File: config.mk
export PLATFORM = sky130hd
export DESIGN_NAME = byte_block_transposition
export DESIGN_NICKNAME = d
export VERILOG_FILES = /design/src/hdl/bbt_pkg.sv /design/src/hdl/bbt_ctrl.sv /design/src/hdl/bbt_dpath.sv /design/src/hdl/byte_block_transposition.sv
export SDC_FILE = /design/constraint.sdc
export NUM_CORES = 1
export LEC_CHECK = 0
export ABC_AREA = 1
export ABC_CLOCK_PERIOD_IN_PS = 5300
export BUFFER_PORTS_ARGS = -buffer_cell sky130_fd_sc_hd__buf_2
export CORE_UTILIZATION = 60
export CTS_BUF_LIST = sky130_fd_sc_hd__clkbuf_4 sky130_fd_sc_hd__clkbuf_8
export DETAILED_ROUTE_END_ITERATION = 12
export PLACE_DENSITY = 0.88
export SYNTH_ARGS = -nofsm -noshare
export SYNTH_HDL_FRONTEND = slang
export SYNTH_SLANG_ARGS = --single-unit
File: constraint.sdc
create_clock -name clk -period 5.3 [get_ports clk]
set_input_delay 1.325 -clock clk [delete_from_list [all_inputs] [get_ports clk]]
set_output_delay 1.325 -clock clk [all_outputs]
set_load 0.05 [all_outputs]
File: src/hdl/bbt_pkg.sv
// Package for the byte block transposition block.
// Holds sizes, register addresses, control/status structs and the length clamp.
// No dependencies.
package bbt_pkg;

	localparam int MAX_BLOCK = 16;
	localparam int IDX_W     = $clog2(MAX_BLOCK);
	localparam int CNT_W     = $clog2(MAX_BLOCK + 1);
	localparam int KEY_W     = 4;
	localparam int KEY_N     = 16;
	localparam int BYTE_W    = 8;
	localparam int LEN_W     = 5;
	localparam int DATA_W    = 64;
	localparam int ADDR_W    = 5;

	// register index, taken from paddr[4:3]
	typedef enum logic [1:0] {
		REG_MODE     = 2'd0,
		REG_LENGTH   = 2'd1,
		REG_KEY_MAP  = 2'd2,
		REG_RESERVED = 2'd3
	} bbt_reg_t;

	localparam logic [KEY_N*KEY_W-1:0] KEY_RESET = 64'hFEDC_BA98_7654_3210;
	localparam logic [LEN_W-1:0]       LEN_RESET = 5'd1;

	// controller to datapath
	typedef struct packed {
		logic wr;     // store the accepted byte
		logic start;  // latch an emission and empty the block
		logic load;   // load the next output byte
	} bbt_cmd_t;

	// datapath to controller
	typedef struct packed {
		logic trigger;   // the byte being accepted closes the block
		logic last;      // current output index is the last of the emission
		logic out_free;  // output register can take a byte this cycle
	} bbt_stat_t;

	// clamp the programmed length to 1..MAX_BLOCK
	function automatic logic [CNT_W-1:0] eff_len(input logic [LEN_W-1:0] len);
		logic [CNT_W-1:0] res;
		if (len == '0) begin
			res = CNT_W'(1);
		end else if (32'(len) > MAX_BLOCK) begin
			res = CNT_W'(MAX_BLOCK);
		end else begin
			res = CNT_W'(len);
		end
		return res;
	endfunction

endpackage

File: src/hdl/bbt_ctrl.sv
// Controller for the byte block transposition block: collect/emit sequencer.
// Depends on bbt_pkg.
module bbt_ctrl (
	input  logic              clk,
	input  logic              arst_n,
	input  logic              in_valid,
	output logic              in_ready,
	input  bbt_pkg::bbt_stat_t stat,
	output bbt_pkg::bbt_cmd_t  cmd
);

	typedef enum logic {
		ST_COLLECT,
		ST_EMIT
	} state_t;

	state_t state_q;

	always_comb begin
		in_ready  = (state_q == ST_COLLECT);
		cmd.wr    = in_ready && in_valid;
		cmd.start = cmd.wr && stat.trigger;
		cmd.load  = (state_q == ST_EMIT) && stat.out_free;
	end

	always_ff @(posedge clk or negedge arst_n) begin
		if (!arst_n) begin
			state_q <= ST_COLLECT;
		end else begin
			unique case (state_q)
				ST_COLLECT: begin
					if (cmd.start) begin
						state_q <= ST_EMIT;
					end
				end
				ST_EMIT: begin
					if (cmd.load && stat.last) begin
						state_q <= ST_COLLECT;
					end
				end
				default: state_q <= ST_COLLECT;
			endcase
		end
	end

`ifndef ASSERT_OFF
	// never store a byte while the block is being emitted
	a_no_wr_during_load: assert property (@(posedge clk) disable iff (!arst_n)
		cmd.wr |-> !cmd.load)
		else $error("byte stored during emission");
`endif

endmodule

File: src/hdl/bbt_dpath.sv
// Datapath for the byte block transposition block: block store, fill count,
// key lookup and output register. Depends on bbt_pkg.
module bbt_dpath (
	input  logic                                   clk,
	input  logic                                   arst_n,
	input  bbt_pkg::bbt_cmd_t                      cmd,
	output bbt_pkg::bbt_stat_t                     stat,
	input  logic [bbt_pkg::BYTE_W-1:0]             in_data,
	input  logic                                   in_eos,
	input  logic                                   mode,
	input  logic [bbt_pkg::LEN_W-1:0]              block_length,
	input  logic [bbt_pkg::KEY_N*bbt_pkg::KEY_W-1:0] key_map,
	input  logic                                   out_ready,
	output logic                                   out_valid,
	output logic [bbt_pkg::BYTE_W-1:0]             out_byte,
	output logic                                   out_last,
	output logic                                   out_done
);

	logic [bbt_pkg::BYTE_W-1:0] store_q [bbt_pkg::MAX_BLOCK];
	logic [bbt_pkg::CNT_W-1:0]  fill_q;
	logic [bbt_pkg::CNT_W-1:0]  count_q;
	logic [bbt_pkg::IDX_W-1:0]  idx_q;
	logic                       perm_q;
	logic                       eos_q;
	logic                       valid_q;
	logic [bbt_pkg::BYTE_W-1:0] byte_q;
	logic                       last_q;
	logic                       done_q;

	logic [bbt_pkg::CNT_W-1:0]  len;
	logic                       has_room;
	logic [bbt_pkg::CNT_W-1:0]  new_fill;
	logic                       full;
	logic [bbt_pkg::KEY_W-1:0]  key_k;
	logic [bbt_pkg::IDX_W-1:0]  enc_sel;
	logic                       enc_hit;
	logic [bbt_pkg::IDX_W-1:0]  src;
	logic                       hit;
	logic [bbt_pkg::BYTE_W-1:0] emit_byte;

	always_comb begin
		len      = bbt_pkg::eff_len(block_length);
		has_room = (32'(fill_q) < bbt_pkg::MAX_BLOCK);
		new_fill = has_room ? fill_q + bbt_pkg::CNT_W'(1) : fill_q;
		full     = (new_fill >= len);

		stat.trigger  = full || in_eos;
		stat.last     = (idx_q == bbt_pkg::IDX_W'(count_q - bbt_pkg::CNT_W'(1)));
		stat.out_free = !valid_q || out_ready;
	end

	// pick the source entry for output index idx_q
	always_comb begin
		enc_sel = '0;
		enc_hit = 1'b0;
		// encode: the highest input index whose entry names this position
		for (int i = 0; i < bbt_pkg::MAX_BLOCK; i++) begin
			if ((bbt_pkg::CNT_W'(i) < count_q) &&
			    (key_map[i*bbt_pkg::KEY_W +: bbt_pkg::KEY_W] ==
			     bbt_pkg::KEY_W'(idx_q))) begin
				enc_sel = bbt_pkg::IDX_W'(i);
				enc_hit = 1'b1;
			end
		end
		key_k = key_map[32'(idx_q) * bbt_pkg::KEY_W +: bbt_pkg::KEY_W];

		priority if (!perm_q) begin
			src = idx_q;
			hit = 1'b1;
		end else if (mode) begin
			src = bbt_pkg::IDX_W'(key_k);
			hit = (32'(key_k) < 32'(count_q));
		end else begin
			src = enc_sel;
			hit = enc_hit;
		end
		emit_byte = hit ? store_q[src] : '0;
	end

	always_ff @(posedge clk) begin
		if (cmd.wr && has_room) begin
			store_q[fill_q[bbt_pkg::IDX_W-1:0]] <= in_data;
		end
	end

	always_ff @(posedge clk or negedge arst_n) begin
		if (!arst_n) begin
			fill_q  <= '0;
			count_q <= bbt_pkg::CNT_W'(1);
			idx_q   <= '0;
			perm_q  <= 1'b0;
			eos_q   <= 1'b0;
			valid_q <= 1'b0;
		end else begin
			if (cmd.start) begin
				fill_q  <= '0;
				count_q <= full ? len : new_fill;
				perm_q  <= full;
				eos_q   <= in_eos;
				idx_q   <= '0;
			end else if (cmd.wr) begin
				fill_q <= new_fill;
			end
			if (cmd.load) begin
				idx_q   <= idx_q + bbt_pkg::IDX_W'(1);
				valid_q <= 1'b1;
			end else if (out_ready) begin
				valid_q <= 1'b0;
			end
		end
	end

	always_ff @(posedge clk) begin
		if (cmd.load) begin
			byte_q <= emit_byte;
			last_q <= stat.last;
			done_q <= stat.last && eos_q;
		end
	end

	assign out_valid = valid_q;
	assign out_byte  = byte_q;
	assign out_last  = last_q;
	assign out_done  = done_q;

`ifndef ASSERT_OFF
	// an open block never reaches the full store depth
	a_fill_bound: assert property (@(posedge clk) disable iff (!arst_n)
		32'(fill_q) < bbt_pkg::MAX_BLOCK)
		else $error("fill count out of range");
	// output index stays inside the latched emission count
	a_idx_bound: assert property (@(posedge clk) disable iff (!arst_n)
		cmd.load |-> (32'(idx_q) < 32'(count_q)))
		else $error("output index past emission count");
`endif

endmodule

File: src/hdl/byte_block_transposition.sv
// Top level of the byte block transposition block: APB register file and
// stream ports. Depends on bbt_pkg, bbt_ctrl and bbt_dpath.
//
// Usage: bytes enter on the s_ stream (s_tlast marks the end of the stream)
// and are collected into a block of block_length bytes (clamped to 1..16).
// When the block fills it is sent on the m_ stream permuted by key_map:
// encode mode scatters input byte i to position key[i], decode mode gathers
// output byte i from input byte key[i]. A partial block closed by s_tlast
// goes out unchanged. m_tlast marks the last beat caused by one input beat,
// m_tuser marks the final beat of the whole stream.
// Timing: one input beat per cycle while a block fills; a closing beat is
// followed by one output beat per cycle while m_tready is high, the first once
// the sequencer has entered its emit state and loaded the output register, and
// s_tready stays low until the emission's last beat is loaded into that register.
// The output register lets the next input beat in while the final output
// beat still waits. A stall on m_tready holds the output register and, during
// an emission, halts it and keeps s_tready low.
// Reset clears the fill count, the sequencer and the output valid, and sets
// mode to encode, block_length to 1 and key_map to the identity. Write the
// registers over APB only while the block is idle.
module byte_block_transposition (
	input  logic                         clk,
	input  logic                         arst_n,
	// APB configuration port
	input  logic                         psel,
	input  logic                         penable,
	input  logic                         pwrite,
	input  logic [bbt_pkg::ADDR_W-1:0]   paddr,
	input  logic [bbt_pkg::DATA_W-1:0]   pwdata,
	output logic [bbt_pkg::DATA_W-1:0]   prdata,
	output logic                         pready,
	// input stream
	input  logic                         s_tvalid,
	output logic                         s_tready,
	input  logic [7:0]                   s_tdata,   // [7:0] data_byte
	input  logic                         s_tlast,   // end_of_stream
	// output stream
	output logic                         m_tvalid,
	input  logic                         m_tready,
	output logic [7:0]                   m_tdata,   // [7:0] out_byte
	output logic                         m_tlast,   // last_of_run
	output logic                         m_tuser    // [0] stream_done
);

	logic                                   mode_q;
	logic [bbt_pkg::LEN_W-1:0]              length_q;
	logic [bbt_pkg::KEY_N*bbt_pkg::KEY_W-1:0] key_map_q;
	bbt_pkg::bbt_reg_t                      reg_sel;
	logic                                   cfg_wr;
	bbt_pkg::bbt_cmd_t                      cmd;
	bbt_pkg::bbt_stat_t                     stat;

	// register index lives in paddr[4:3], eight bytes per register
	assign reg_sel = bbt_pkg::bbt_reg_t'(paddr[4:3]);
	assign cfg_wr  = psel && penable && pwrite && pready;
	assign pready  = 1'b1;

	always_ff @(posedge clk or negedge arst_n) begin
		if (!arst_n) begin
			mode_q    <= 1'b0;
			length_q  <= bbt_pkg::LEN_RESET;
			key_map_q <= bbt_pkg::KEY_RESET;
		end else if (cfg_wr) begin
			unique case (reg_sel)
				bbt_pkg::REG_MODE:    mode_q    <= pwdata[0];
				bbt_pkg::REG_LENGTH:  length_q  <= pwdata[bbt_pkg::LEN_W-1:0];
				bbt_pkg::REG_KEY_MAP: key_map_q <= pwdata;
				default: ;
			endcase
		end
	end

	always_comb begin
		unique case (reg_sel)
			bbt_pkg::REG_MODE:    prdata = bbt_pkg::DATA_W'(mode_q);
			bbt_pkg::REG_LENGTH:  prdata = bbt_pkg::DATA_W'(length_q);
			bbt_pkg::REG_KEY_MAP: prdata = key_map_q;
			default:              prdata = '0;
		endcase
	end

	bbt_ctrl u_ctrl (
		.clk      (clk),
		.arst_n   (arst_n),
		.in_valid (s_tvalid),
		.in_ready (s_tready),
		.stat     (stat),
		.cmd      (cmd)
	);

	bbt_dpath u_dpath (
		.clk          (clk),
		.arst_n       (arst_n),
		.cmd          (cmd),
		.stat         (stat),
		.in_data      (s_tdata),
		.in_eos       (s_tlast),
		.mode         (mode_q),
		.block_length (length_q),
		.key_map      (key_map_q),
		.out_ready    (m_tready),
		.out_valid    (m_tvalid),
		.out_byte     (m_tdata),
		.out_last     (m_tlast),
		.out_done     (m_tuser)
	);

`ifndef ASSERT_OFF
	// the final beat of the stream always closes its run
	a_done_is_last: assert property (@(posedge clk) disable iff (!arst_n)
		(m_tvalid && m_tuser) |-> m_tlast)
		else $error("stream end without run end");
`endif

endmodule
* Yosys cells after proc, flatten, opt, wreduce, memory -nomap -nowiden
Memory sizes are Yosys's and may differ from the RTL's. A register that Yosys moved wholly into a read port is not among the register bits.
Index checks and enable logic that the tools add are counted.
** Cells by class
- Add/sub/neg operators :: 3
- Multiply operators :: 0
- Divide/modulo/power cells :: 0
- Magnitude comparators :: 20
- Equality and inequality tests :: 19
- Shift-type cells :: 1
- Multiplexer cells :: 51
- Bitwise operators :: 1
- Reductions and logical operators :: 36
** Operators with widths (number)
- 64-bit one-hot mux with 3 select lines :: 1
- 4-bit equality test :: 17
- 64-bit by 7-bit indexed part select with 4-bit output :: 1
- 4-bit 2-to-1 mux :: 12
- 4-bit by 5-bit < comparator with 1-bit output (first input constant) :: 8
- 5-bit 2-to-1 mux :: 6
- 1-bit 2-to-1 mux :: 25
- 1-bit logical AND :: 24
- 3-bit by 5-bit < comparator with 1-bit output (first input constant) :: 4
- 3-bit 2-to-1 mux :: 4
- 1-bit by 5-bit < comparator with 1-bit output (first input constant) :: 2
- 2-bit by 5-bit < comparator with 1-bit output (first input constant) :: 2
- 2-bit AND reduction :: 3
- 2-bit nonzero test :: 3
- 5-bit by 1-bit adder with 5-bit output (second input constant) :: 1
- 5-bit >= comparator :: 1
- 5-bit > comparator (second input constant) :: 1
- 5-bit logical NOT :: 1
- 4-bit by 5-bit < comparator with 1-bit output :: 1
- 5-bit < comparator (second input constant) :: 1
- 4-bit by 1-bit adder with 4-bit output (second input constant) :: 1
- 2-bit 2-to-1 mux :: 2
- 4-bit by 1-bit subtractor with 4-bit output (second input constant) :: 1
- 2-bit by 1-bit equality test with 1-bit output (second input constant) :: 1
- 6 further kinds :: 8
** Storage, ports and cells
- Bits in registers :: 90
- Bits in latches :: 0
- Memory bits (writable) :: 128
- Memory bits (read-only) :: 0
- Input port bits :: 85
- Output and inout port bits :: 77
- Memories kept :: 1
** Memories
- u_dpath.store_q :: depth 16, width 8, read ports 1, clocked after memory_dff 1, wr ports 1, line bbt_dpath.sv:20 : logic [bbt_pkg::BYTE_W-1:0] store_q [bbt_pkg::MAX_BLOCK];

* Depth between registers and ports, before layout
Gate-level depths: netlist (run 1).
- Depth in word-level cells :: 21
- Gate-level depth with buffers :: 28

* Modules after synthesis
From an unflattened synthesis (run 1), not the netlist that was laid out.
** Unflattened totals
- Cells, all modules :: 1484
- Area total of the unflattened synthesis :: 12433.2 um^2
** Modules (own cells, without submodules)
- bbt_dpath :: instances 1, cells each 1023, area each 9082.5 um^2
- byte_block_transposition :: instances 1, cells each 450, area each 3279.4 um^2
- bbt_ctrl :: instances 1, cells each 11, area each 71.3 um^2

* Worst setup path before layout (run 1)
No wires, ideal clock.
- Kind :: input-to-output
- Start point :: in paddr[3] in the netlist's numbering
- End point :: out prdata[1] in the netlist's numbering
- Data arrival time :: 2.602 ns
- Data required time :: 3.975 ns
- Setup slack :: 1.373 ns
- Stages on the path :: 5
- Cell sequence :: inv_1 nand2_1 clkbuf_1 clkbuf_1 o22ai_1
** On the way
- Word-level cells in the longest chain between the ends :: 2
** RTL lines
- start, declared :: line byte_block_transposition.sv:28 : input logic [bbt_pkg::ADDR_W-1:0] paddr,
- 2-bit equality test (tied with other cells) :: line byte_block_transposition.sv:74 : unique case (reg_sel)
- 64-bit one-hot mux with 3 select lines (*) :: line byte_block_transposition.sv:74
- end, declared :: line byte_block_transposition.sv:30 : output logic [bbt_pkg::DATA_W-1:0] prdata,
Every way passes the cells marked *; elsewhere a longest branch is shown, timed or not.

* Worst setup path in the final report (run 1)
- Start point :: in paddr[3] in the netlist's numbering
- End point :: out prdata[5] in the netlist's numbering
The elaborated chain is that of the path after synthesis.

==> report_table.html, run 1 <==
<table>
<tr><th>Metric</th><th>Value</th></tr>
<tr><th colspan="2">Outcome</th></tr>
<tr><td>Run status</td><td>complete, no violations</td></tr>
<tr><th colspan="2">Synthesis</th></tr>
<tr><td>Seq/Total Area, Yosys</td><td>0.531</td></tr>
<tr><td>Cells taking the most area after synthesis</td><td>edfxtp_1 (34%), dfrtp_1 (11%), nand2_1 (8.0%)</td></tr>
<tr><td>Flip-flop and latch count after synthesis</td><td>226</td></tr>
<tr><td>Leading post-synthesis cells by instance count</td><td>nand2_1 (255), inv_1 (201), nand3_1 (165)</td></tr>
<tr><td>Post-synth top flop</td><td>edfxtp_1</td></tr>
<tr><td>Number of enable flip-flop cells after synthesis</td><td>138</td></tr>
<tr><td>Synthesized area per cell</td><td>8.70 um^2</td></tr>
<tr><td>Synthesized instance count</td><td>1,383</td></tr>
<tr><td>Top-count cell post-synth</td><td>nand2_1</td></tr>
<tr><td>Number of distinct standard cells referenced by the synthesized netlist</td><td>49</td></tr>
<tr><td>Yosys top cell by area</td><td>edfxtp_1</td></tr>
<tr><td>Synthesized cell area</td><td>12,000 um^2</td></tr>
<tr><td>Yosys warnings</td><td>0</td></tr>
<tr><td>Proportion of netlist area held by the largest area contributor</td><td>0.345</td></tr>
<tr><td>Post-synthesis async set-or-reset flop share</td><td>0.389</td></tr>
<tr><td>Post-synthesis net count</td><td>1,482</td></tr>
<tr><th colspan="2">Drt</th></tr>
<tr><td>Number of vias per cell</td><td>5.76</td></tr>
<tr><td>Number of remaining DRC errors</td><td>0</td></tr>
<tr><td>Via total after detailed routing</td><td>10,400</td></tr>
<tr><td>Starting DRC count in detailed routing</td><td>1,109</td></tr>
<tr><td>Post-DRT Antenna Nets</td><td>0</td></tr>
<tr><td>Length of the first detailed-routing pass in iterations</td><td>5</td></tr>
<tr><td>Total wirelength of the detailed-routed design</td><td>31.5 mm</td></tr>
<tr><td>Wire length per cell</td><td>17.4 um</td></tr>
<tr><th colspan="2">Global routing</th></tr>
<tr><td>Maximum number of pins on one net before global-route repair</td><td>89</td></tr>
<tr><td>Number of global-route vias before repair</td><td>9,749</td></tr>
<tr><td>Antenna violations before repair</td><td>0</td></tr>
<tr><td>Aggregate global-route resource usage</td><td>0.310</td></tr>
<tr><td>Remaining global-route overflow</td><td>0</td></tr>
<tr><td>Wire length of the first global-routing pass</td><td>49.3 mm</td></tr>
<tr><th colspan="2">Floorplan</th></tr>
<tr><td>Die Y</td><td>144 um</td></tr>
<tr><td>Row count</td><td>51</td></tr>
<tr><td>Core Footprint</td><td>19,500 um^2</td></tr>
<tr><td>Starting Density</td><td>0.616</td></tr>
<tr><td>Die Outline Area</td><td>20,600 um^2</td></tr>
<tr><td>Die W</td><td>144 um</td></tr>
<tr><td>Top-level port count</td><td>162</td></tr>
<tr><th colspan="2">Worst hold path</th></tr>
<tr><td>Sink of the worst hold path</td><td>u_dpath.out_valid$_DFFE_PN0P_</td></tr>
<tr><td>Min-Delay Path Class</td><td>reg2reg</td></tr>
<tr><td>Number of instances on the worst hold path</td><td>2</td></tr>
<tr><td>Worst hold path startpoint</td><td>u_dpath.out_valid$_DFFE_PN0P_</td></tr>
<tr><th colspan="2">Placement</th></tr>
<tr><td>Placed cell areas</td><td>12,800 um^2</td></tr>
<tr><td>GPL Wtd Cong</td><td>0.989</td></tr>
<tr><td>IO Port Bufs</td><td>157</td></tr>
<tr><td>Half-perimeter wire length after detailed placement</td><td>20.8 mm</td></tr>
<tr><th colspan="2">Setup path</th></tr>
<tr><td>Data required time at the worst endpoint</td><td>3.97 ns</td></tr>
<tr><td>End of the worst register-to-register path</td><td>u_dpath.out_byte[4]$_SDFFCE_PN0P_</td></tr>
<tr><td>Worst R2R Start</td><td>u_dpath.idx_q[3]$_DFFE_PN0P_</td></tr>
<tr><td>Capturing element type of the critical path</td><td>output pin</td></tr>
<tr><td>Setup slack on the worst flop-to-flop path</td><td>1.29 ns</td></tr>
<tr><td>Reg2Reg Depth</td><td>16</td></tr>
<tr><td>Crit path launch type</td><td>input port</td></tr>
<tr><td>Path type of the worst setup path</td><td>in2out</td></tr>
<tr><td>Data arrival time of the critical path</td><td>2.85 ns</td></tr>
<tr><td>Critical-path maximum fanout</td><td>64</td></tr>
<tr><th colspan="2">Power and ir drop</th></tr>
<tr><td>Logic pwr share</td><td>0.462</td></tr>
<tr><td>Peak supply drop</td><td>0.000321 V</td></tr>
<tr><td>Net switching power figure</td><td>3410 uW</td></tr>
<tr><td>Sequential power share</td><td>0.322</td></tr>
<tr><td>Design Power</td><td>7580 uW</td></tr>
<tr><td>Leak Pwr</td><td>0.00616 uW</td></tr>
<tr><td>Power density relative to cell area</td><td>557 nW/um^2</td></tr>
<tr><td>Clock group share of total power</td><td>0.216</td></tr>
<tr><td>Cell-internal power</td><td>4160 uW</td></tr>
<tr><td>Switching power as a share of total power</td><td>0.451</td></tr>
<tr><th colspan="2">Clock tree</th></tr>
<tr><td>Clock latency on the worst-skew pair</td><td>0.55 ns</td></tr>
<tr><td>TritonCTS sink count</td><td>226</td></tr>
<tr><td>H-tree depth</td><td>2</td></tr>
<tr><td>Buffer type at the clock tree root</td><td>clkbuf_8</td></tr>
<tr><td>Post-cts hold buffer count</td><td>0</td></tr>
<tr><td>Maximum clock path buffer count</td><td>3</td></tr>
<tr><td>Resized Gates After CTS</td><td>0</td></tr>
<tr><td>TritonCTS clock tree</td><td>built</td></tr>
<tr><td>Setup fix buffers added after clock tree synthesis</td><td>0</td></tr>
<tr><td>Clock transition at path regs</td><td>0.06 ns</td></tr>
<tr><td>Number of buffers created by CTS</td><td>37</td></tr>
<tr><th colspan="2">Cells and area</th></tr>
<tr><td>Post-route cell area</td><td>13,600 um^2</td></tr>
<tr><td>Number of fillers in the final layout</td><td>1,439</td></tr>
<tr><td>Number of nets in the layout</td><td>1,615</td></tr>
<tr><td>Final design utilization</td><td>0.697</td></tr>
<tr><td>Antenna diode count</td><td>0</td></tr>
<tr><td>Fraction of layout instances using a drive strength above 1</td><td>0.187</td></tr>
<tr><td>Signed area change from the synthesized netlist to the final layout</td><td>13.1%</td></tr>
<tr><th colspan="2">Timing</th></tr>
<tr><td>Setup tns final</td><td>0 ns</td></tr>
<tr><td>Final-report max-slew violation count</td><td>0</td></tr>
<tr><td>Time the worst path needs with I/O delays and setup</td><td>4.18 ns</td></tr>
<tr><td>Hold Vio Cnt, Final</td><td>0</td></tr>
<tr><td>Final setup violating endpoints</td><td>0</td></tr>
<tr><td>RSZ-0062 raised after global routing</td><td>no</td></tr>
<tr><td>Worst slew pin tran</td><td>1.10 ns</td></tr>
<tr><td>Worst Skew</td><td>0.0213 ns</td></tr>
<tr><td>Portion of the clock cycle consumed by the worst path in the final layout</td><td>0.788</td></tr>
<tr><td>Upper clock frequency limit</td><td>239 MHz</td></tr>
<tr><td>Relative max-transition margin</td><td>0.268</td></tr>
<tr><th colspan="2">Job</th></tr>
<tr><td>Max-capacitance violation count</td><td>0</td></tr>
</table>
-- cell type report --
class	instances	area [um^2]	area share
tap	265	332	0.0244
timing repair buffer	169	891	0.0655
clock inverter	17	165	0.0121
inverter	212	798	0.0587
multi-input combinational	870	4410	0.324
clock buffer	51	621	0.0456
sequential	226	6390	0.470
-- per-layer routing --
layer,global-route usage,up-vias,routed length [um]
li1,-,4842,-
met1,0.397,4882,12400
met2,0.511,616,15200
met3,0.0530,94,2710
met4,0.155,0,1250
met5,0,-,0
-- flip-flops by register name, summed over array words and instances, names as in the netlist --
register	flops
key_map_q	64
length_q	5
mode_q	1
u_ctrl.state_q	1
u_dpath.count_q	5
u_dpath.eos_q	1
u_dpath.fill_q	5
u_dpath.idx_q	4
u_dpath.out_byte	8
u_dpath.out_done	1
u_dpath.out_last	1
u_dpath.out_valid	1
u_dpath.perm_q	1
u_dpath.store_q	128
-- worst max-delay path by stage --
stage | startpoint | to | slack [ns] | depth (start not counted)
6_report | paddr[3] | prdata[5] | 1.12 | 6
5_1_grt | paddr[3] | prdata[5] | 0.99 | 6
4_1_cts | paddr[3] | prdata[5] | 1.13 | 6
3_5_place_dp | paddr[3] | prdata[5] | 1.14 | 6
3_3_place_gp | paddr[3] | prdata[5] | 1.22 | 6
2_1_floorplan | paddr[3] | prdata[1] | 1.37 | 5
-- logic make-up after synthesis --
group,count (synthesis),share of synthesized area
buf+inv,287,0.104
xor+xnor,36,0.0262
simple gates,621,0.230
fa+ha+maj,14,0.0146
flops,226,0.531
other cells,1,0.000312
compound gates,198,0.0946
-- power by group through the flow --
stage / sequential [uW] / combinational, uW / clock [uW]
global route: 2470 / 3820 / 1710
floorplan: 2520 / 2570 / 0
CTS: 2430 / 3430 / 1640
finish: 2440 / 3500 / 1640
global placement: 2450 / 3290 / 0
detailed placement: 2460 / 3390 / 0
-- cell usage in the layout (no fill, tap or decap), types with 17 or more instances in the layout --
master and n:
inv_1 201, a21oi_1 34, nand3_1 165, o22ai_1 17
nor2_1 126, o21ai_0 109, buf_2 156, dfrtp_1 54
xnor2_1 17, nand3b_1 40, nand2_1 252, xor2_1 19
edfxtp_1 138, dfstp_2 34, clkbuf_8 38
-- critical path, stage by stage --
cell and delay (ns):
buf_2 0.11, inv_1 0.08, nand2_2 0.57, buf_4 0.40, nor2_1 0.09, buf_2 0.27
-- per-stage QoR --
stage | setup slack, ns | std cells | hold WS, ns
floorplan | 1.37 | 1383 | 0.486
global placement | 1.22 | 1742 | 0.482
detailed placement | 1.14 | 1742 | 0.491
CTS | 1.13 | 1810 | 0.506
global route | 0.994 | 1810 | 0.535
finish | 1.12 | 1810 | 0.499
(Power assumes the default switching activity.)
==> run 2, diff against run 1 <==
--- a/config.mk
+++ b/config.mk
@@ -5,13 +5,13 @@
 export SDC_FILE = /design/constraint.sdc
 export NUM_CORES = 1
 export LEC_CHECK = 0
-export ABC_AREA = 1
-export ABC_CLOCK_PERIOD_IN_PS = 5300
+export ABC_AREA = 0
+export ABC_CLOCK_PERIOD_IN_PS = 3370
 export BUFFER_PORTS_ARGS = -buffer_cell sky130_fd_sc_hd__buf_2
-export CORE_UTILIZATION = 60
+export CORE_UTILIZATION = 54
 export CTS_BUF_LIST = sky130_fd_sc_hd__clkbuf_4 sky130_fd_sc_hd__clkbuf_8
 export DETAILED_ROUTE_END_ITERATION = 12
-export PLACE_DENSITY = 0.88
+export PLACE_DENSITY = 0.84
 export SYNTH_ARGS = -nofsm -noshare
 export SYNTH_HDL_FRONTEND = slang
 export SYNTH_SLANG_ARGS = --single-unit
==> constraint.sdc (replaced) <==
create_clock -name clk -period 3.37 [get_ports clk]
set_input_delay 0.8425 -clock clk [delete_from_list [all_inputs] [get_ports clk]]
set_output_delay 0.8425 -clock clk [all_outputs]
set_load 0.05 [all_outputs]
==> run 2 against run 1 <==
  * The flow now finishes with violations (setup timing)
  * Critical path depth up 9
  * Via count down 19%
  * Clock-buffer cell count is 9 higher
  * Clock power is 50% higher
  * Non-clock buffer count is 69 higher
  * Global-route usage decreased by 4.7 points
  * Combinational power rose by 93%
  * Synthesized area decreased by 1.0%
  * Wire length is 6.7% lower
==> report_table.html, run 2 <==
<table>
<tr><th>Metric</th><th>Value</th></tr>
<tr><th colspan="2">Floorplan</th></tr>
<tr><td>Starting Density</td><td>0.559 (was 0.616)</td></tr>
<tr><td>Top-level port count</td><td>162 (unchanged)</td></tr>
<tr><td>Core Footprint</td><td>21,300 um^2 (was 19,500 um^2)</td></tr>
<tr><td>Die Outline Area</td><td>22,600 um^2 (was 20,600 um^2)</td></tr>
<tr><td>Die Y</td><td>150 um (was 144 um)</td></tr>
<tr><td>Row count</td><td>53 (was 51)</td></tr>
<tr><td>Die W</td><td>150 um (was 144 um)</td></tr>
<tr><th colspan="2">Setup path</th></tr>
<tr><td>Worst R2R Start</td><td>u_dpath.idx_q[1]$_DFFE_PN0P_ (was u_dpath.idx_q[3]$_DFFE_PN0P_)</td></tr>
<tr><td>End of the worst register-to-register path</td><td>u_dpath.out_byte[1]$_SDFFCE_PN0P_ (was u_dpath.out_byte[4]$_SDFFCE_PN0P_)</td></tr>
<tr><td>Data arrival time of the critical path</td><td>3.80 ns (was 2.85 ns)</td></tr>
<tr><td>Capturing element type of the critical path</td><td>flop (was output pin)</td></tr>
<tr><td>Reg2Reg Depth</td><td>15 (was 16)</td></tr>
<tr><td>Setup slack on the worst flop-to-flop path</td><td>-0.15 ns (was 1.29 ns)</td></tr>
<tr><td>Path type of the worst setup path</td><td>reg2reg (was in2out)</td></tr>
<tr><td>Critical-path maximum fanout</td><td>7 (was 64)</td></tr>
<tr><td>Crit path launch type</td><td>flop (was input port)</td></tr>
<tr><td>Data required time at the worst endpoint</td><td>3.65 ns (was 3.97 ns)</td></tr>
<tr><th colspan="2">Cells and area</th></tr>
<tr><td>Number of fillers in the final layout</td><td>1,406 (was 1,439)</td></tr>
<tr><td>Fraction of layout instances using a drive strength above 1</td><td>0.409 (was 0.187)</td></tr>
<tr><td>Number of nets in the layout</td><td>1,225 (was 1,615)</td></tr>
<tr><td>Most common library cell in the layout ignoring fill and taps</td><td>buf_2 (was nand2_1)</td></tr>
<tr><td>Antenna diode count</td><td>0 (unchanged)</td></tr>
<tr><td>Signed area change from the synthesized netlist to the final layout</td><td>21.3% (was 13.1%)</td></tr>
<tr><td>Leading cell types in the layout, fill and taps excluded</td><td>buf_2 (156), edfxtp_1 (138), mux2i_1 (75) (was nand2_1 (252), inv_1 (201), nand3_1 (165))</td></tr>
<tr><td>Number of flip-flops in the largest register</td><td>128 (unchanged)</td></tr>
<tr><th colspan="2">Synthesis</th></tr>
<tr><td>Post-synthesis net count</td><td>1,005 (was 1,482)</td></tr>
<tr><td>Proportion of netlist area held by the largest area contributor</td><td>0.348 (was 0.345)</td></tr>
<tr><td>Top-count cell post-synth</td><td>edfxtp_1 (was nand2_1)</td></tr>
<tr><td>Flip-flop and latch count after synthesis</td><td>226 (unchanged)</td></tr>
<tr><td>Yosys top cell by area</td><td>edfxtp_1 (unchanged)</td></tr>
<tr><td>Synthesized cell area</td><td>11,900 um^2 (was 12,000 um^2)</td></tr>
<tr><td>Leading post-synthesis cells by instance count</td><td>edfxtp_1 (138), mux2i_1 (84), mux2_2 (68) (was nand2_1 (255), inv_1 (201), nand3_1 (165))</td></tr>
<tr><td>Synthesized area per cell</td><td>13.1 um^2 (was 8.70 um^2)</td></tr>
<tr><td>Seq/Total Area, Yosys</td><td>0.537 (was 0.531)</td></tr>
<tr><td>Post-synthesis async set-or-reset flop share</td><td>0.389 (unchanged)</td></tr>
<tr><td>Number of enable flip-flop cells after synthesis</td><td>138 (unchanged)</td></tr>
<tr><td>Yosys warnings</td><td>0 (unchanged)</td></tr>
<tr><td>Number of distinct standard cells referenced by the synthesized netlist</td><td>72 (was 49)</td></tr>
<tr><td>Cells taking the most area after synthesis</td><td>edfxtp_1 (35%), dfrtp_1 (11%), dfstp_2 (7.5%) (was edfxtp_1 (34%), dfrtp_1 (11%), nand2_1 (8.0%))</td></tr>
<tr><td>Synthesized instance count</td><td>906 (was 1,383)</td></tr>
<tr><td>Post-synth top flop</td><td>edfxtp_1 (unchanged)</td></tr>
<tr><th colspan="2">Placement</th></tr>
<tr><td>GPL Wtd Cong</td><td>0.913 (was 0.989)</td></tr>
<tr><td>Post-Place Worst Slack</td><td>-0.153 ns (was 1.14 ns)</td></tr>
<tr><td>Half-perimeter wire length after detailed placement</td><td>19.9 mm (was 20.8 mm)</td></tr>
<tr><td>IO Port Bufs</td><td>157 (unchanged)</td></tr>
<tr><th colspan="2">Clock tree</th></tr>
<tr><td>TritonCTS clock tree</td><td>built (unchanged)</td></tr>
<tr><td>H-tree depth</td><td>2 (unchanged)</td></tr>
<tr><td>TritonCTS sink count</td><td>226 (unchanged)</td></tr>
<tr><td>Post-cts hold buffer count</td><td>0 (unchanged)</td></tr>
<tr><td>Clock transition at path regs</td><td>0.06 ns (about the same)</td></tr>
<tr><td>Maximum clock path buffer count</td><td>3 (unchanged)</td></tr>
<tr><td>Number of buffers created by CTS</td><td>38 (was 37)</td></tr>
<tr><td>Clock latency on the worst-skew pair</td><td>0.54 ns (was 0.55 ns)</td></tr>
<tr><td>Buffer type at the clock tree root</td><td>clkbuf_8 (unchanged)</td></tr>
<tr><th colspan="2">Power and ir drop</th></tr>
<tr><td>Leak Pwr</td><td>0.00599 uW (was 0.00616 uW)</td></tr>
<tr><td>Peak supply drop</td><td>0.000485 V (was 0.000321 V)</td></tr>
<tr><td>Power density relative to cell area</td><td>911 nW/um^2 (was 557 nW/um^2)</td></tr>
<tr><th colspan="2">Timing</th></tr>
<tr><td>RSZ-0062 raised after global routing</td><td>yes (was no)</td></tr>
<tr><td>Time the worst path needs with I/O delays and setup</td><td>3.52 ns</td></tr>
<tr><td>Worst hold slack after final layout</td><td>0.242 ns (was 0.499 ns)</td></tr>
<tr><td>Final setup violating endpoints</td><td>6 (was 0)</td></tr>
<tr><td>Setup ws final</td><td>-0.152 ns (was 1.12 ns)</td></tr>
<tr><td>Final-report max-slew violation count</td><td>0 (unchanged)</td></tr>
<tr><td>Upper clock frequency limit</td><td>284 MHz</td></tr>
<tr><td>Portion of the clock cycle consumed by the worst path in the final layout</td><td>1.05</td></tr>
<tr><td>Hold Vio Cnt, Final</td><td>0 (unchanged)</td></tr>
<tr><td>Relative max-transition margin</td><td>0.469 (was 0.268)</td></tr>
<tr><td>Worst slew pin tran</td><td>0.794 ns (was 1.10 ns)</td></tr>
<tr><td>Worst Skew</td><td>0.0156 ns (was 0.0213 ns)</td></tr>
<tr><th colspan="2">Outcome</th></tr>
<tr><td>Run status</td><td>finished with violations (was complete, no violations)</td></tr>
<tr><td>Violated checks</td><td>setup timing</td></tr>
<tr><th colspan="2">Global routing</th></tr>
<tr><td>Number of global-route vias before repair</td><td>8,524 (was 9,749)</td></tr>
<tr><td>Antenna violations before repair</td><td>1 (was 0)</td></tr>
<tr><td>Aggregate global-route resource usage</td><td>0.263 (was 0.310)</td></tr>
<tr><td>Wire length of the first global-routing pass</td><td>45.4 mm (was 49.3 mm)</td></tr>
<tr><td>Remaining global-route overflow</td><td>0 (unchanged)</td></tr>
<tr><td>Maximum number of pins on one net before global-route repair</td><td>61 (was 89)</td></tr>
<tr><th colspan="2">Drt</th></tr>
<tr><td>Number of remaining DRC errors</td><td>0 (unchanged)</td></tr>
<tr><td>Total wirelength of the detailed-routed design</td><td>29.4 mm (was 31.5 mm)</td></tr>
<tr><td>Post-DRT Antenna Nets</td><td>0 (unchanged)</td></tr>
<tr><td>Number of vias per cell</td><td>5.90 (was 5.76)</td></tr>
<tr><td>Wire length per cell</td><td>20.5 um (was 17.4 um)</td></tr>
<tr><td>Starting DRC count in detailed routing</td><td>632 (was 1,109)</td></tr>
<tr><td>Length of the first detailed-routing pass in iterations</td><td>5 (unchanged)</td></tr>
<tr><td>Via total after detailed routing</td><td>8,450 (was 10,400)</td></tr>
<tr><th colspan="2">Worst hold path</th></tr>
<tr><td>Min-Delay Path Class</td><td>in2async (was reg2reg)</td></tr>
<tr><th colspan="2">Job</th></tr>
<tr><td>Max-capacitance violation count</td><td>0 (unchanged)</td></tr>
</table>
[run 2: cell count changes after synthesis, moves of 59 or more]
cell,before,now
mux2i_1,0,84
nand2_1,255,58
and2_1,1,60
o21ai_0,109,17
nor2_1,127,38
nand3_1,165,13
inv_1,201,15
mux2_2,0,68
[run 2: area by class of cell]
cell class	instances	area, um^2	share of cell area
Clock buffer	60	732	0.0507
Sequential cell	226	6390	0.443
Multi-Input combinational cell	607	5240	0.363
Tap cell	275	344	0.0238
Inverter	15	56.3	0.00390
Clock inverter	10	51.3	0.00355
Timing Repair Buffer	238	1620	0.112
[run 2: power breakdown]
group | total (uW) | internal (uW) | switching (uW)
Clock | 2460 | 1380 | 1080
Sequential | 3950 | 3500 | 448
Combinational | 6740 | 3120 | 3620
Total | 13100 | 8010 | 5140
[run 2: per-layer routing]
| layer | track usage | share of wire | vias up | wire length, um |
|---|---|---|---|---|
| met5 | 0 | 0 | - | 0 |
| met4 | 0.0929 | 0.029 | 0 | 841 |
| met3 | 0.0518 | 0.074 | 79 | 2190 |
| met2 | 0.444 | 0.49 | 406 | 14500 |
| met1 | 0.338 | 0.40 | 4181 | 11900 |
| li1 | - | - | 3784 | - |
[run 2: kinds of logic (layout without fill, tap and decap cells)]
kind of cell,Yosys count,after routing,share of synthesized area
and+or+nand+nor,228,228,0.0997
DFF,226,226,0.537
muxes,175,175,0.177
AOI/OAI and AO/OA,115,115,0.0753
xor gates and xnor gates,74,74,0.0545
buffers and inverters,73,323,0.0420
adders and majority gates,14,14,0.0147
other,1,1,0.000315
[run 2: how the worst max path moves through the flow]
stage	start	end	cells after the start	slack, ns
detailed placement	u_dpath.idx_q[1]$_DFFE_PN0P_	u_dpath.out_byte[0]$_SDFFCE_PN0P_	12	-0.15
global placement	u_dpath.idx_q[1]$_DFFE_PN0P_	u_dpath.out_byte[4]$_SDFFCE_PN0P_	11	-0.06
global route	u_dpath.idx_q[1]$_DFFE_PN0P_	u_dpath.out_byte[1]$_SDFFCE_PN0P_	15	-0.28
finish	u_dpath.idx_q[1]$_DFFE_PN0P_	u_dpath.out_byte[1]$_SDFFCE_PN0P_	15	-0.15
floorplan	u_dpath.idx_q[1]$_DFFE_PN0P_	u_dpath.out_byte[1]$_SDFFCE_PN0P_	11	0.08
CTS	u_dpath.idx_q[1]$_DFFE_PN0P_	u_dpath.out_byte[1]$_SDFFCE_PN0P_	14	0.003
[run 2: critical path: stages (launching register included)]
cell and delay, ns:
dfrtp_2 0.43, buf_12 0.14, buf_12 0.13, buf_8 0.12, mux4_2 0.42, mux2_4 0.29, mux2i_4 0.17, nand2_2 0.11
o211a_4 0.18, a31oi_4 0.21, buf_6 0.15, buf_6 0.09, mux2i_2 0.22, a221o_1 0.17, a21bo_1 0.21, a32o_1 0.20
[run 2: through the flow]
step | cells | power (uW) | util | instance area, um^2 | setup TNS [ns]
2_1_floorplan | 906 | 8330 | - | 11900 | 0
3_3_place_gp | 1338 | 9560 | 0.618 | 13200 | -0.372
3_5_place_dp | 1338 | 9740 | 0.618 | 13200 | -0.794
4_1_cts | 1424 | 12700 | 0.667 | 14200 | 0
5_1_grt | 1431 | 13800 | 0.678 | 14400 | -1.44
6_report | 1431 | 13100 | 0.678 | 14400 | -0.441
[run 2: repair_timing]
item / CTS / global route
setup endpoints to repair: 8 / 12
setup buffers: 14 / 9
resized for setup: 20 / 39
pin swaps: 6 / 15
cloned: 2 / 0
==> run 3, diff against run 2 <==
--- a/config.mk
+++ b/config.mk
@@ -8,10 +8,11 @@
 export ABC_AREA = 0
 export ABC_CLOCK_PERIOD_IN_PS = 3370
 export BUFFER_PORTS_ARGS = -buffer_cell sky130_fd_sc_hd__buf_2
-export CORE_UTILIZATION = 54
+export CORE_UTILIZATION = 45
 export CTS_BUF_LIST = sky130_fd_sc_hd__clkbuf_4 sky130_fd_sc_hd__clkbuf_8
 export DETAILED_ROUTE_END_ITERATION = 12
-export PLACE_DENSITY = 0.84
+export MAX_ROUTING_LAYER = met4
+export PLACE_DENSITY = 0.72
 export SYNTH_ARGS = -nofsm -noshare
 export SYNTH_HDL_FRONTEND = slang
 export SYNTH_SLANG_ARGS = --single-unit
==> run 3 against run 2 <==
  * The flow finishes with violations (DRC)
  * Critical path type unchanged
  * Clock power up 4%
  * Critical path depth down 1
  * Worst hold slack better by 0.080 ns
  * Core utilization down 11 points
  * Largest cell class unchanged
  * Die area up 20%
  * Design area up 2.0%
  * Register-to-register slack better by 0.20 ns
  * Wire length down 2.0%
  * Combinational power up 0.9%
  * Global-route usage down 4.2 points
  * Clock skew up 0.027 ns
==> report_table.html, run 3 (same netlist as run 2, synthesis figures left out) <==
<table>
<tr><th>Metric</th><th>Value</th></tr>
<tr><th colspan="2">Setup path</th></tr>
<tr><td>Crit path launch type</td><td>flop (unchanged)</td></tr>
<tr><td>Data arrival time of the critical path</td><td>3.64 ns (was 3.80 ns)</td></tr>
<tr><td>Worst setup startpoint</td><td>u_dpath.idx_q[1]$_DFFE_PN0P_ (unchanged)</td></tr>
<tr><td>Setup slack on the worst flop-to-flop path</td><td>0.05 ns (was -0.15 ns)</td></tr>
<tr><td>Standard cell with the maximum stage delay on the critical path</td><td>mux4_2 (was dfrtp_2)</td></tr>
<tr><td>Worst R2R Start</td><td>u_dpath.idx_q[1]$_DFFE_PN0P_ (unchanged)</td></tr>
<tr><td>Highest cell delay on the worst timing path</td><td>0.49 ns (was 0.43 ns)</td></tr>
<tr><td>Data required time at the worst endpoint</td><td>3.69 ns (was 3.65 ns)</td></tr>
<tr><td>Total buffers and inverters traversed by the critical path</td><td>4 (was 5)</td></tr>
<tr><td>Sequence of cells on the critical path</td><td>buf_6 -&gt; buf_12 -&gt; mux4_2 -&gt; mux2_4 -&gt; mux2i_4 -&gt; nand2_2 -&gt; o211a_4 -&gt; a31oi_4 -&gt; buf_12 -&gt; buf_12 -&gt; mux2i_2 -&gt; mux2i_1 -&gt; a21o_1 -&gt; o2bb2ai_2 (was buf_12 -&gt; buf_12 -&gt; buf_8 -&gt; mux4_2 -&gt; mux2_4 -&gt; mux2i_4 -&gt; nand2_2 -&gt; o211a_4 -&gt; a31oi_4 -&gt; buf_6 -&gt; buf_6 -&gt; mux2i_2 -&gt; a221o_1 -&gt; a21bo_1 -&gt; a32o_1)</td></tr>
<tr><td>End of the worst register-to-register path</td><td>u_dpath.out_byte[4]$_SDFFCE_PN0P_ (was u_dpath.out_byte[1]$_SDFFCE_PN0P_)</td></tr>
<tr><td>Reg2Reg Depth</td><td>14 (was 15)</td></tr>
<tr><td>Most used cell along the critical path</td><td>buf_12</td></tr>
<tr><td>Capturing element type of the critical path</td><td>flop (unchanged)</td></tr>
<tr><td>Top cell family by delay on the critical path</td><td>multiplexers (unchanged)</td></tr>
<tr><td>Critical-path maximum fanout</td><td>12 (was 7)</td></tr>
<tr><td>Path type of the worst setup path</td><td>reg2reg (unchanged)</td></tr>
<tr><th colspan="2">Global routing</th></tr>
<tr><td>Maximum number of pins on one net before global-route repair</td><td>61 (unchanged)</td></tr>
<tr><td>Aggregate global-route resource usage</td><td>0.222 (was 0.263)</td></tr>
<tr><td>Wire length of the first global-routing pass</td><td>44.4 mm (was 45.4 mm)</td></tr>
<tr><td>Number of global-route vias before repair</td><td>8,159 (was 8,524)</td></tr>
<tr><td>Remaining global-route overflow</td><td>0 (unchanged)</td></tr>
<tr><td>Antenna violations before repair</td><td>1 (unchanged)</td></tr>
<tr><th colspan="2">Timing</th></tr>
<tr><td>Relative max-transition margin</td><td>0.445 (was 0.469)</td></tr>
<tr><td>Upper clock frequency limit</td><td>301 MHz (was 284 MHz)</td></tr>
<tr><td>Portion of the clock cycle consumed by the worst path in the final layout</td><td>0.986 (was 1.05)</td></tr>
<tr><td>Setup ws final</td><td>0.0470 ns (was -0.152 ns)</td></tr>
<tr><td>Time the worst path needs with I/O delays and setup</td><td>3.32 ns (was 3.52 ns)</td></tr>
<tr><td>Worst slew pin tran</td><td>0.831 ns (was 0.794 ns)</td></tr>
<tr><td>Setup tns final</td><td>0 ns (was -0.441 ns)</td></tr>
<tr><td>Worst Skew</td><td>0.0424 ns (was 0.0156 ns)</td></tr>
<tr><td>Hold Vio Cnt, Final</td><td>0 (unchanged)</td></tr>
<tr><td>Final-report max-slew violation count</td><td>0 (unchanged)</td></tr>
<tr><td>Final setup violating endpoints</td><td>0 (was 6)</td></tr>
<tr><td>RSZ-0062 raised after global routing</td><td>yes (unchanged)</td></tr>
<tr><th colspan="2">Clock tree</th></tr>
<tr><td>TritonCTS clock tree</td><td>built (unchanged)</td></tr>
<tr><td>H-tree depth</td><td>2 (unchanged)</td></tr>
<tr><td>Buffer type at the clock tree root</td><td>clkbuf_8 (unchanged)</td></tr>
<tr><td>Post-cts hold buffer count</td><td>0 (unchanged)</td></tr>
<tr><td>TritonCTS sink count</td><td>226 (unchanged)</td></tr>
<tr><td>Clock latency on the worst-skew pair</td><td>0.56 ns (was 0.54 ns)</td></tr>
<tr><td>Number of buffers created by CTS</td><td>38 (unchanged)</td></tr>
<tr><td>Maximum clock path buffer count</td><td>3 (unchanged)</td></tr>
<tr><td>Clock transition at path regs</td><td>0.06 ns (about the same)</td></tr>
<tr><th colspan="2">Floorplan</th></tr>
<tr><td>Core Footprint</td><td>26,000 um^2 (was 21,300 um^2)</td></tr>
<tr><td>Starting Density</td><td>0.458 (was 0.559)</td></tr>
<tr><td>Die Outline Area</td><td>27,100 um^2 (was 22,600 um^2)</td></tr>
<tr><td>Row count</td><td>59 (was 53)</td></tr>
<tr><td>Top-level port count</td><td>162 (unchanged)</td></tr>
<tr><td>Die Y</td><td>165 um (was 150 um)</td></tr>
<tr><td>Die W</td><td>165 um (was 150 um)</td></tr>
<tr><th colspan="2">Power and ir drop</th></tr>
<tr><td>Leak Pwr</td><td>0.00612 uW (was 0.00599 uW)</td></tr>
<tr><td>Design Power</td><td>13,300 uW (was 13,100 uW)</td></tr>
<tr><td>Power density relative to cell area</td><td>901 nW/um^2 (was 911 nW/um^2)</td></tr>
<tr><td>Peak supply drop</td><td>0.000722 V (was 0.000485 V)</td></tr>
<tr><th colspan="2">Worst hold path</th></tr>
<tr><td>Min-Delay Path Class</td><td>in2async (unchanged)</td></tr>
<tr><th colspan="2">Drt</th></tr>
<tr><td>Via total after detailed routing</td><td>8,216 (was 8,450)</td></tr>
<tr><td>Post-DRT Antenna Nets</td><td>0 (unchanged)</td></tr>
<tr><td>Number of vias per cell</td><td>5.43 (was 5.90)</td></tr>
<tr><td>Wire length per cell</td><td>19.0 um (was 20.5 um)</td></tr>
<tr><td>Length of the first detailed-routing pass in iterations</td><td>9 (was 5)</td></tr>
<tr><td>Number of remaining DRC errors</td><td>2 (was 0)</td></tr>
<tr><td>Starting DRC count in detailed routing</td><td>681 (was 632)</td></tr>
<tr><td>Total wirelength of the detailed-routed design</td><td>28.8 mm (was 29.4 mm)</td></tr>
<tr><th colspan="2">Outcome</th></tr>
<tr><td>Violated checks</td><td>DRC (was setup timing)</td></tr>
<tr><td>Run status</td><td>finished with violations (unchanged)</td></tr>
<tr><th colspan="2">Placement</th></tr>
<tr><td>Half-perimeter wire length after detailed placement</td><td>20.5 mm (was 19.9 mm)</td></tr>
<tr><td>Post-placement cell count</td><td>1,428 (was 1,338)</td></tr>
<tr><td>Post-Place Worst Slack</td><td>-0.126 ns (was -0.153 ns)</td></tr>
<tr><td>IO Port Bufs</td><td>157 (unchanged)</td></tr>
<tr><td>GPL Wtd Cong</td><td>0.975 (was 0.913)</td></tr>
<tr><th colspan="2">Cells and area</th></tr>
<tr><td>Most common library cell in the layout ignoring fill and taps</td><td>buf_2 (unchanged)</td></tr>
<tr><td>Fraction of layout instances using a drive strength above 1</td><td>0.428 (was 0.409)</td></tr>
<tr><td>Leading cell types in the layout, fill and taps excluded</td><td>buf_2 (156), edfxtp_1 (138), buf_4 (84) (was buf_2 (156), edfxtp_1 (138), mux2i_1 (75))</td></tr>
<tr><td>Number of fillers in the final layout</td><td>2,110 (was 1,406)</td></tr>
<tr><td>Signed area change from the synthesized netlist to the final layout</td><td>23.6% (was 21.3%)</td></tr>
<tr><td>Final cell count without fillers</td><td>1,514 (was 1,431)</td></tr>
<tr><td>Number of flip-flops in the largest register</td><td>128 (unchanged)</td></tr>
<tr><td>Number of nets in the layout</td><td>1,249 (was 1,225)</td></tr>
<tr><td>Final design utilization</td><td>0.566 (was 0.678)</td></tr>
<tr><th colspan="2">Job</th></tr>
<tr><td>Max-capacitance violation count</td><td>0 (unchanged)</td></tr>
</table>
==> run 3: per-layer routing <==
layer,GRT usage,part of all wire,vias up
li1,-,-,3837
met1,0.299,0.44,4022
met2,0.351,0.48,312
met3,0.0349,0.062,45
met4,0.0555,0.017,0
met5,-,0,-
==> run 3: cell type report <==
cell class	instances	area, um^2	area share
clock inverters	10	93.8	0.00638
flip-flops and latches	226	6390	0.434
diodes	1	2.50	0.000170
inverters	15	56.3	0.00383
multi-input cells	607	5250	0.357
repair buffers	262	1770	0.120
well taps	335	419	0.0285
clock buffers	58	723	0.0491
==> run 3: worst max-delay path by stage <==
stage,endpoint,slack [ns],cells past startpoint
global placement,u_dpath.out_byte[1]$_SDFFCE_PN0P_,-0.05,12
detailed placement,u_dpath.out_byte[7]$_SDFFCE_PN0P_,-0.13,15
floorplan,u_dpath.out_byte[1]$_SDFFCE_PN0P_,0.08,11
global route,u_dpath.out_byte[4]$_SDFFCE_PN0P_,-0.05,15
CTS,u_dpath.out_byte[7]$_SDFFCE_PN0P_,0.009,15
finish,u_dpath.out_byte[4]$_SDFFCE_PN0P_,0.05,14
==> run 3: power breakdown <==
group / internal, uW / total, uW / switching, uW
clock: 1460 / 2550 / 1090
sequential: 3500 / 3910 / 412
combinational: 3190 / 6800 / 3610
==> run 3: repair_timing <==
item                                    4_1_cts  5_1_grt
pin swaps                                     4       10
cloned                                        0        1
setup buffers                                 3       14
endpoints found under the setup margin        8       14
gates resized for setup                      21       38
==> run 3: worst reg2reg max path: cells and delay by family, from the launching register on <==
family          cells  cell delay, ns
buf+inv             4            0.59
mux                 5            1.31
compound gates      4            0.70
simple gates        1            0.11
flops               1            0.40
==> run 3: stage by stage <==
stage,cell area (um^2),hold WS (ns)
floorplan,11900,0.437
detailed placement,13500,0.463
global placement,13500,0.458
CTS,14400,0.304
finish,14700,0.322
global route,14700,0.335
